**config.mk**
```make
export PLATFORM = sky130hd
export DESIGN_NAME = lfu_cache_table
export DESIGN_NICKNAME = d
export VERILOG_FILES = /design/src/rtl/core/lfuc_pkg.sv /design/src/rtl/core/lfuc_rank.sv /design/src/rtl/core/lfu_cache_table.sv
export SDC_FILE = /design/constraint.sdc
export NUM_CORES = 2
export LEC_CHECK = 0
export BUFFER_PORTS_ARGS = -buffer_cell sky130_fd_sc_hd__buf_2
export CAP_MARGIN = 20
export CORE_MARGIN = 2
export CORE_UTILIZATION = 50
export DETAILED_ROUTE_END_ITERATION = 12
export PLACE_DENSITY = 0.66
export REMOVE_ABC_BUFFERS = 1
export SYNTH_ARGS = -nofsm -noshare
export SYNTH_HDL_FRONTEND = slang
export SYNTH_HIERARCHICAL = 1
export SYNTH_SLANG_ARGS = --single-unit
```
**constraint.sdc**
```tcl
create_clock -name clk -period 9.1 [get_ports clk]
set_input_delay 0.91 -clock clk [delete_from_list [all_inputs] [get_ports clk]]
set_output_delay 0.91 -clock clk [all_outputs]
set_load 0.02 [all_outputs]
```
**src/rtl/core/lfuc_pkg.sv**
```systemverilog
// ----------------------------------------------------------------------------
// lfuc_pkg
// Shared sizes, opcodes and transaction types of the LFU cache table.
// ----------------------------------------------------------------------------
package lfuc_pkg;

  localparam int NUM_SLOTS = 16;
  localparam int SLOT_W    = (NUM_SLOTS > 1) ? $clog2(NUM_SLOTS) : 1;
  localparam int POS_W     = $clog2(NUM_SLOTS + 1);
  localparam int CAP_W     = 5;
  localparam int KEY_W     = 16;
  localparam int DATA_W    = 32;
  localparam int CNT_W     = 16;

  localparam logic [CAP_W-1:0]  CAP_RESET = CAP_W'(16);
  localparam logic [CNT_W-1:0]  COUNT_MAX = {CNT_W{1'b1}};
  localparam logic [SLOT_W-1:0] LAST_POS  = SLOT_W'(NUM_SLOTS - 1);

  localparam logic OP_GET = 1'b0;
  localparam logic OP_PUT = 1'b1;

  typedef struct packed {
    logic              op;
    logic [KEY_W-1:0]  key;
    logic [DATA_W-1:0] value;
  } in_item_t;

  typedef struct packed {
    logic              hit;
    logic [DATA_W-1:0] read_value;
  } out_item_t;

  // Move one slot inside the rank order: take it out of from_pos and put it
  // in front of the entry now at to_pos (to_pos == NUM_SLOTS: at the tail).
  typedef struct packed {
    logic              en;
    logic [SLOT_W-1:0] slot;
    logic [SLOT_W-1:0] from_pos;
    logic [POS_W-1:0]  to_pos;
  } rank_move_t;

endpackage

```
**src/rtl/core/lfuc_rank.sv**
```systemverilog
// ----------------------------------------------------------------------------
// lfuc_rank
// Rank order of the cache slots, best first, with one read port by position
// and a registered move of one slot to a new position.
// ----------------------------------------------------------------------------
module lfuc_rank (
  input  logic                          clk,
  input  logic                          rst_n,
  input  logic [lfuc_pkg::SLOT_W-1:0]   rd_pos,
  output logic [lfuc_pkg::SLOT_W-1:0]   rd_slot,
  input  lfuc_pkg::rank_move_t          move
);

  logic [lfuc_pkg::SLOT_W-1:0] rank_r   [lfuc_pkg::NUM_SLOTS];
  logic [lfuc_pkg::SLOT_W-1:0] rank_nxt [lfuc_pkg::NUM_SLOTS];
  logic [lfuc_pkg::SLOT_W-1:0] up       [lfuc_pkg::NUM_SLOTS];
  logic [lfuc_pkg::SLOT_W-1:0] dn       [lfuc_pkg::NUM_SLOTS];
  logic [lfuc_pkg::POS_W-1:0]  from_ext;
  logic [lfuc_pkg::POS_W-1:0]  dest;
  logic                        move_back;

  // neighbor taps for the shift of the segment between old and new place
  for (genvar g = 0; g < lfuc_pkg::NUM_SLOTS; g++) begin : g_tap
    if (g < lfuc_pkg::NUM_SLOTS - 1) begin : g_up
      assign up[g] = rank_r[g+1];
    end else begin : g_up_last
      assign up[g] = rank_r[g];
    end
    if (g > 0) begin : g_dn
      assign dn[g] = rank_r[g-1];
    end else begin : g_dn_first
      assign dn[g] = rank_r[g];
    end
  end

  assign from_ext  = lfuc_pkg::POS_W'(move.from_pos);
  assign move_back = move.to_pos > from_ext;
  assign dest      = move.to_pos - lfuc_pkg::POS_W'(1);

  always_comb begin
    for (int i = 0; i < lfuc_pkg::NUM_SLOTS; i++) begin
      rank_nxt[i] = rank_r[i];
      if (move.en) begin
        if (move_back) begin
          if (lfuc_pkg::POS_W'(i) == dest) begin
            rank_nxt[i] = move.slot;
          end else if (lfuc_pkg::POS_W'(i) >= from_ext && lfuc_pkg::POS_W'(i) < dest) begin
            rank_nxt[i] = up[i];
          end
        end else begin
          if (lfuc_pkg::POS_W'(i) == move.to_pos) begin
            rank_nxt[i] = move.slot;
          end else if (lfuc_pkg::POS_W'(i) > move.to_pos &&
                       lfuc_pkg::POS_W'(i) <= from_ext) begin
            rank_nxt[i] = dn[i];
          end
        end
      end
    end
  end

  always_ff @(posedge clk) begin
    if (!rst_n) begin
      for (int i = 0; i < lfuc_pkg::NUM_SLOTS; i++) begin
        rank_r[i] <= lfuc_pkg::SLOT_W'(i);
      end
    end else begin
      rank_r <= rank_nxt;
    end
  end

  assign rd_slot = rank_r[rd_pos];

endmodule

```
**src/rtl/core/lfu_cache_table.sv**
```systemverilog
// ----------------------------------------------------------------------------
// lfu_cache_table
// Key-value cache of 16 slots with least-frequently-used replacement, ties
// going to the least recently used entry. A transaction is taken when start
// is high and busy is low; busy then stays high until the operation is done.
// Every get returns one result, shown on out_item for exactly one cycle with
// out_strobe high, registered when the operation is decided; the receiver cannot
// stall it. A put returns nothing. Each operation scans the slots one per
// cycle through a single key compare and then decides; a get miss or an
// ignored put is then done. A hit or a store also walks the rank order one
// position per cycle and then moves the entry. The capacity register
// is written through cfg_wr_en/cfg_wr_data; the user must write it only
// while busy is low, and the block itself does not enforce this. It takes
// effect at once; slots beyond the new capacity are dropped.
// ----------------------------------------------------------------------------
module lfu_cache_table (
  input  logic                        clk,
  input  logic                        rst_n,
  input  logic                        start,
  output logic                        busy,
  input  lfuc_pkg::in_item_t          in_item,
  output logic                        out_strobe,
  output lfuc_pkg::out_item_t         out_item,
  input  logic                        cfg_wr_en,
  input  logic [lfuc_pkg::CAP_W-1:0]  cfg_wr_data
);

  typedef enum logic [2:0] {
    ST_IDLE,
    ST_SCAN,
    ST_DECIDE,
    ST_WALK,
    ST_MOVE
  } state_t;

  state_t                         state_r;
  logic [lfuc_pkg::CAP_W-1:0]     cap_r;
  logic [lfuc_pkg::NUM_SLOTS-1:0] valid_r;
  logic [lfuc_pkg::KEY_W-1:0]     key_r   [lfuc_pkg::NUM_SLOTS];
  logic [lfuc_pkg::DATA_W-1:0]    data_r  [lfuc_pkg::NUM_SLOTS];
  logic [lfuc_pkg::CNT_W-1:0]     count_r [lfuc_pkg::NUM_SLOTS];

  lfuc_pkg::in_item_t             req_r;
  logic [lfuc_pkg::SLOT_W-1:0]    idx_r;
  logic                           found_r;
  logic [lfuc_pkg::SLOT_W-1:0]    hit_slot_r;
  logic                           empty_found_r;
  logic [lfuc_pkg::SLOT_W-1:0]    empty_slot_r;
  logic [lfuc_pkg::SLOT_W-1:0]    lastv_slot_r;
  logic [lfuc_pkg::SLOT_W-1:0]    tgt_r;
  logic [lfuc_pkg::CNT_W-1:0]     cnt_s_r;
  logic [lfuc_pkg::SLOT_W-1:0]    q_r;
  logic [lfuc_pkg::POS_W-1:0]     e_r;
  logic                           e_found_r;
  logic                           out_strobe_r;
  lfuc_pkg::out_item_t            out_item_r;

  logic [lfuc_pkg::SLOT_W-1:0]    rank_slot;
  logic [lfuc_pkg::SLOT_W-1:0]    cnt_addr;
  logic [lfuc_pkg::CNT_W-1:0]     cnt_rd;
  logic [lfuc_pkg::CNT_W-1:0]     cnt_inc;
  logic                           key_match;
  logic                           in_cap;
  logic [lfuc_pkg::SLOT_W-1:0]    new_slot;
  lfuc_pkg::rank_move_t           move;

  lfuc_rank u_rank (
    .clk     (clk),
    .rst_n   (rst_n),
    .rd_pos  (idx_r),
    .rd_slot (rank_slot),
    .move    (move)
  );

  // one count read port: hit slot while deciding, ranked slot while walking
  assign cnt_addr  = (state_r == ST_WALK) ? rank_slot : hit_slot_r;
  assign cnt_rd    = count_r[cnt_addr];
  assign cnt_inc   = (cnt_rd == lfuc_pkg::COUNT_MAX) ? cnt_rd
                                                     : cnt_rd + lfuc_pkg::CNT_W'(1);
  assign key_match = valid_r[idx_r] && (key_r[idx_r] == req_r.key);
  assign in_cap    = int'(idx_r) < int'(cap_r);
  // all slots in use are full when no empty one was seen: evict last valid in rank
  assign new_slot  = empty_found_r ? empty_slot_r : lastv_slot_r;

  assign move.en       = (state_r == ST_MOVE);
  assign move.slot     = tgt_r;
  assign move.from_pos = q_r;
  assign move.to_pos   = e_found_r ? e_r : lfuc_pkg::POS_W'(lfuc_pkg::NUM_SLOTS);

  always_ff @(posedge clk) begin
    if (!rst_n) begin
      state_r      <= ST_IDLE;
      cap_r        <= lfuc_pkg::CAP_RESET;
      valid_r      <= '0;
      out_strobe_r <= 1'b0;
    end else begin
      out_strobe_r <= 1'b0;

      if (cfg_wr_en) begin
        cap_r <= cfg_wr_data;
        for (int i = 0; i < lfuc_pkg::NUM_SLOTS; i++) begin
          if (i >= int'(cfg_wr_data)) begin
            valid_r[i] <= 1'b0;
          end
        end
      end

      case (state_r)
        ST_IDLE: begin
          if (start) begin
            req_r         <= in_item;
            idx_r         <= '0;
            found_r       <= 1'b0;
            empty_found_r <= 1'b0;
            state_r       <= ST_SCAN;
          end
        end

        ST_SCAN: begin
          if (key_match && !found_r) begin
            found_r    <= 1'b1;
            hit_slot_r <= idx_r;
          end
          if (!valid_r[idx_r] && in_cap && !empty_found_r) begin
            empty_found_r <= 1'b1;
            empty_slot_r  <= idx_r;
          end
          // same cycle, walk the rank order for the last valid entry
          if (valid_r[rank_slot]) begin
            lastv_slot_r <= rank_slot;
          end
          if (idx_r == lfuc_pkg::LAST_POS) begin
            state_r <= ST_DECIDE;
          end else begin
            idx_r <= idx_r + lfuc_pkg::SLOT_W'(1);
          end
        end

        ST_DECIDE: begin
          idx_r     <= '0;
          e_found_r <= 1'b0;
          if (req_r.op == lfuc_pkg::OP_GET) begin
            out_strobe_r          <= 1'b1;
            out_item_r.hit        <= found_r;
            out_item_r.read_value <= found_r ? data_r[hit_slot_r] : '0;
          end
          if (found_r) begin
            if (req_r.op == lfuc_pkg::OP_PUT) begin
              data_r[hit_slot_r] <= req_r.value;
            end
            count_r[hit_slot_r] <= cnt_inc;
            cnt_s_r             <= cnt_inc;
            tgt_r               <= hit_slot_r;
            state_r             <= ST_WALK;
          end else if (req_r.op == lfuc_pkg::OP_PUT && cap_r != '0) begin
            valid_r[new_slot] <= 1'b1;
            key_r[new_slot]   <= req_r.key;
            data_r[new_slot]  <= req_r.value;
            count_r[new_slot] <= '0;
            cnt_s_r           <= '0;
            tgt_r             <= new_slot;
            state_r           <= ST_WALK;
          end else begin
            state_r <= ST_IDLE;
          end
        end

        ST_WALK: begin
          if (rank_slot == tgt_r) begin
            q_r <= idx_r;
          end else if (valid_r[rank_slot] && cnt_rd <= cnt_s_r && !e_found_r) begin
            // first valid entry not above the target: target goes in front of it
            e_found_r <= 1'b1;
            e_r       <= lfuc_pkg::POS_W'(idx_r);
          end
          if (idx_r == lfuc_pkg::LAST_POS) begin
            state_r <= ST_MOVE;
          end else begin
            idx_r <= idx_r + lfuc_pkg::SLOT_W'(1);
          end
        end

        ST_MOVE: begin
          state_r <= ST_IDLE;
        end

        default: begin
          state_r <= ST_IDLE;
        end
      endcase
    end
  end

  assign busy       = (state_r != ST_IDLE);
  assign out_strobe = out_strobe_r;
  assign out_item   = out_item_r;

endmodule

```
======== After elaboration in Yosys (flattened, before gate mapping) ========
Memory sizes are Yosys's and may differ from the RTL's. A register that Yosys moved wholly into a read port is not among the register bits.
Index checks and enable logic that the tools add are counted.
cells by class
  add/subtract/negate cells ............... 3
  magnitude comparators ................... 84
  equality and inequality tests ........... 62
  muxes and demuxes ....................... 155
  bitwise operators ....................... 4
  reduce and logical (&&, ||, !) cells .... 101
operators by type and width
  kind                     number
  $mux W4                  89
  $mux W16                 9
  $eq A4 B5 Y1 const A     16
  $reduce_and A3 Y1        24
  $reduce_bool A3 Y1       17
  $ne A3 B3 Y1 const B     15
  $mux W1                  41
  $eq A3 B5 Y1 const A     8
  $ge A4 B5 Y1 const A     8
  $gt A4 B5 Y1 const A     8
  $logic_and A1 B1 Y1      38
  $lt A4 B5 Y1 const A     7
  $le A4 B4 Y1 const A     8
  $mux W32                 1
  $reduce_or A32 Y1        1
  $ge A4 B4 Y1 const A     7
  $eq A2 B5 Y1 const A     4
  $ge A3 B5 Y1 const A     4
  $gt A3 B5 Y1 const A     4
  $lt A3 B5 Y1 const A     4
  $reduce_and A4 Y1        5
  $add A16 B1 Y16 const B  1
  $bmux W4 S4              1
  $eq A16 B16 Y1           1
  other kinds (48)         88
storage, ports and cells
  register bits after elaboration ......... 186
  bits in writable memories ............... 1,024
  input port bits ......................... 58
  output and inout port bits .............. 35
  memories ................................ 3
memory list
  memory   words  bits a word  rd ports  clocked after memory_dff  wr ports  line                   RTL
  data_r   16     32           1         1                         1         lfu_cache_table.sv:40  logic [lfuc_pkg::DATA_W-1:0] data_r [lfuc_pkg::NUM_SLOTS];
  count_r  16     16           1         0                         1         lfu_cache_table.sv:41  logic [lfuc_pkg::CNT_W-1:0] count_r [lfuc_pkg::NUM_SLOTS];
  key_r    16     16           1         1                         1         lfu_cache_table.sv:39  logic [lfuc_pkg::KEY_W-1:0] key_r [lfuc_pkg::NUM_SLOTS];

======== Logic depth before layout (Yosys ltp) ========
An unclocked memory read counts as a cell.
  depth in word-level cells ............... 12
  gate-level depth with buffers ........... 25
  mapped depth without buffers ............ 18

======== Modules after synthesis ========
The synthesis kept the hierarchy.
modules (own cells, without submodules)
  module           instances  cells each  area an instance (sq um)  seq. area each (sq um)
  lfu_cache_table  1          2,440       47,420.5                  35,203.8
  lfuc_rank        1          707         5,786.8                   1,281.2

======== Worst setup path before layout ========
Ideal clock, no wire load.
  path type ............................... reg-to-reg
  from .................................... register idx_r[0] in the netlist's numbering
  to ...................................... memory count_r[0][13] in the netlist's numbering, data pin
  library setup time ...................... 0.378 ns
  arrival time ............................ 6.122 ns
  setup slack ............................. 2.601 ns
  cell stages (with the launch flop) ...... 22
  buffers on the path ..................... 7
  path through ............................ edfxtp_1 clkbuf_1 buf_1 mux4_2 mux4_2 buf_2 and4b_1 a21o_1 buf_4 buf_6 buf_6 buf_6 mux2i_1 o221ai_1 nand4_1 nand2_1 ha_1 inv_1 or4_4 nor3_4 a221oi_1 nor4_1
on the way
  word-level cells in the longest chain between the ends .. 9
ends and longest elaborated chain
  element                                            line                                          RTL
  start: declaration                                 lfu_cache_table.sv:44                         logic [lfuc_pkg::SLOT_W-1:0] idx_r;
  start signal: assignment                           lfu_cache_table.sv:135                        idx_r <= idx_r + lfuc_pkg::SLOT_W'(1);
  start signal: assignment                           lfu_cache_table.sv:179                        idx_r <= idx_r + lfuc_pkg::SLOT_W'(1);
  $not A4 Y5 (implied by the code) (*)               lfuc_rank.sv:72                               assign rd_slot = rank_r[rd_pos];
  $bmux W4 S4 (*)                                    lfuc_rank.sv:72
  $mux W4 (implied by the code) (*) (2 in series)    lfuc_rank.sv:72
  net rank_slot (one bit)                            lfu_cache_table.sv:58                         logic [lfuc_pkg::SLOT_W-1:0] rank_slot;
  $mux W4 (*)                                        lfu_cache_table.sv:76                         assign cnt_addr = (state_r == ST_WALK) ? rank_slot : hit_slot_r;
  $mem_v2 Z16 W16 (*)                                n/a
  $add A16 B1 Y16 or $eq A16 B16 Y1 (tied branches)  lfu_cache_table.sv:79, lfu_cache_table.sv:78
  $mux W16 (*)                                       lfu_cache_table.sv:78                         assign cnt_inc = (cnt_rd == lfuc_pkg::COUNT_MAX) ? cnt_rd
  $mux W16 (no line) (*)                             n/a
  end: declaration                                   lfu_cache_table.sv:41
Mark *: on every way through the listed nets, which the timed path passes. The rest lies on a longest branch. The select of a mux whose other input is x is not followed.

======== Worst setup path after layout ========
  from .................................... register idx_r[0] in the netlist's numbering
  to ...................................... memory count_r[5][6] in the netlist's numbering, data pin
Same word-level chain as after synthesis.

==> impl_metrics.ini <==
[timing]
clock.fmax_ghz = 0.1401
tightest_slew_ns = 1.095
min_period_ns = 7.138
tns_ns = 0
final_max_slew_viol_count = 0
finalSetupViolCount = 0
hold_viol = 0
clock_skew_ns = 0.02923
fin_ws_ns = 1.962
post-route-period-util = 0.7844
rsz0062_at_grt = false
slew_headroom = 0.2699

[worst_setup_path]
arrival_ns = 7.53
crit_type = reg -> reg
cp_max_fo = 17
reg2reg_slack_ns = 1.96
cp-start-kind = flip-flop
cp.required_ns = 9.49
end_kind = flip-flop

[route]
drtIter0Drc = 3861
avgViaCountPerCell = 6.508
wl_mm = 140.1
ant_nets = 0
drt_first_pass_iters = 11
drc = 12
wl_per_cell_um = 29.27
vias = 31150

[yosys]
ys.flop_type = edfxtp_1
synth_fa_ha_area_frac = 0.007055
synth_edf_count = 1153
synth_mux_area_frac = 0.1485
syn-instance-count = 3147
async_reset_ff_frac = 0
ys_top_cells_by_area = edfxtp_1, mux4_2, dfxtp_1
synth-xor-area-share = 0.003951
synthSimpleGateAreaFrac = 0.06121
synth_top_area_share = 0.6507
synth_top_family_by_area = multiplexers
syn_avg_cell_area_sq_um = 16.91
netlist_area_sq_um = 53210
synth.largest_area_cell = edfxtp_1
yosysUniqueCellTypes = 108
synth_compound_area_frac = 0.07264
synth_seq_cells = 1246
synth_warnings = 6
seq_area_frac_synth = 0.6857

[finish]
num-nets-final = 3380
area_delta_synth_final_pct = 12.36
final_layout_size_suffix_gt1_frac = 0.2386
fillers = 7901
stdcell_count = 4787

[floorplanning]
die_w_um = 330.2
rows = 119
core_region_area_sq_um = 105400
start_util = 0.5047
die_height_um = 330.2
io_pins = 93
die_area_sq_um = 109000

[clocking]
cts_root_buf = clkbuf_16
clockBufferDepth = 3
clk_pin_slew_worst_paths_ns = 0.06
clock_latency_ns = 0.74
cts.sinks = 1246
numCtsBuffers = 130
cts-resized-gates = 0
postCtsSetupRepairBufs = 0
cts_tree = done
h-tree-depth = 4
holdBufCountCts = 0

[min_path]
worst_hold_path_type = in -> reg

[placement]
place_inst = 4542
hpwlAfterDp_mm = 81.05
pre_cts_ws_ns = 2.011
io_buffers = 92
gp_congestion = 0.9486

[pwr]
p_per_area_nw_per_um2 = 197.9
finalPower_mw = 11.83
p_leak_nw = 19.39
vdd.ir_drop.worst_v = 0.0001635

[global_route]
grt_overflow_total = 0
antenna_found_initial = 4
grt_pass1_wl_mm = 206.8
grt_max_degree = 144
grt_use_total = 0.2591
grt_pass1_vias = 31310

[run_status]
violations = design-rule violations
status = finished, violations left

[flow_run]
drv_cap = 0
[cells in the final DEF, fill, tap and decap left out, types with 19 or more instances in the layout]
| cell | n |
|---|---|
| a211oi_1 | 28 |
| a21oi_1 | 87 |
| a31oi_1 | 35 |
| and2_1 | 50 |
| buf_2 | 92 |
| buf_4 | 101 |
| clkbuf_1 | 28 |
| clkbuf_16 | 135 |
| clkinv_1 | 24 |
| dfxtp_1 | 90 |
| edfxtp_1 | 1153 |
| ha_1 | 30 |
| inv_1 | 54 |
| mux2_2 | 22 |
| mux2i_1 | 146 |
| mux4_2 | 274 |
| nand2_1 | 170 |
| nand2b_1 | 38 |
| nand3_1 | 47 |
| nor2_1 | 92 |
| nor2_2 | 30 |
| nor3_1 | 34 |
| o211ai_1 | 25 |
| o21ai_0 | 71 |
| o221ai_1 | 30 |
| o22ai_1 | 25 |
| o31ai_1 | 24 |
| o32ai_1 | 19 |
| or3_1 | 22 |
| xnor2_1 | 20 |
[cell type report]
type / instances / area, sq um / share of cell area
Sequential cell: 1246 / 36490 / 0.6104
Multi-Input combinational cell: 1660 / 15860 / 0.2653
Clock buffer: 166 / 3525 / 0.05895
Tap cell: 1391 / 1740 / 0.02911
Timing Repair Buffer: 196 / 1266 / 0.02118
Clock inverter: 65 / 671.9 / 0.01124
Inverter: 58 / 217.7 / 0.003641
Antenna cell: 5 / 12.51 / 0.0002093
[flip-flops by register name (all words and copies together), names as in the netlist, 3 cells and up, named ones only]
signal         cells
cnt_s_r           16
data_r           512
cap_r              5
req_r             49
empty_slot_r       4
idx_r              4
key_r            256
valid_r           16
q_r                4
lastv_slot_r       4
u_rank/rank_r      4
hit_slot_r         4
u_rank/dn         60
out_item          33
tgt_r              4
e_r                4
state_r            3
count_r          256
[through the flow]
stage	util	cell area, sq um	hold slack, ns
3_3_place_gp	0.5266	55510	0.4761
4_1_cts	0.5664	59710	0.2949
2_1_floorplan	-	52310	0.4381
5_1_grt	0.5671	59780	0.3188
6_report	0.5671	59790	0.3408
3_5_place_dp	0.5266	55510	0.4922
[layer usage]
| metal | routed length [um] | GRT usage | up-vias |
|---|---|---|---|
| met3 | 11760 | 0.04024 | 274 |
| met4 | 4078 | 0.09404 | 0 |
| li1 | - | - | 13140 |
| met1 | 57020 | 0.3666 | 16040 |
| met2 | 67230 | 0.4112 | 1698 |
| met5 | 0 | 0 | - |
[synthesized netlist by cell type, drive strengths merged, types with 27 or more instances]
master	number
nand2	171
nor2	139
ha	30
a31oi	37
mux2i	147
o21ai	86
a21oi	90
buf	101
nor3	39
a211oi	33
mux4	274
clkbuf	82
o221ai	30
dfxtp	93
o22ai	27
and2	51
edfxtp	1153
nand3	49
inv	56
nand2b	38
[cells by family (layout without fill, tap and decap cells)]
group           after synthesis  after routing
compound gates              532            532
xor+xnor                     24             24
fa+ha+maj                    30             30
buf+inv                     241            485
flops                      1246           1246
mux                         443            443
other cells                   0              5
simple gates                631            631
[path summary, 6_finish.rpt]
kind | from | end | depth (start not counted)
max | idx_r[0]$_DFFE_PP_ | count_r[5][6]$_DFFE_PP_ | 15
min | in_item[2] | req_r[2]$_DFFE_PP_ | 1
max reg2reg | idx_r[0]$_DFFE_PP_ | count_r[5][6]$_DFFE_PP_ | 15
min reg2reg | valid_r[14]$_SDFF_PN0_ | valid_r[14]$_SDFF_PN0_ | 2
[worst max-delay path, stage by stage, from the launching register on]
cell and delay, ns:
edfxtp_1 0.81, buf_4 0.40, mux4_2 0.55, mux4_2 0.74, and4b_1 0.38, a21boi_2 0.65, buf_4 0.29, o221a_2 0.20
a22oi_1 0.15, inv_1 0.15, ha_1 0.16, inv_1 0.08, or4_4 0.60, nor4_4 0.53, a21oi_1 0.23, mux2i_1 0.82
[power breakdown]
group / internal, mW / total (mW) / switching, mW
Sequential: 6.24 / 6.29 / 0.0546
Combinational: 0.140 / 0.308 / 0.169
Clock: 3.07 / 5.23 / 2.16
Note: power is estimated with default switching activity, not from simulation.
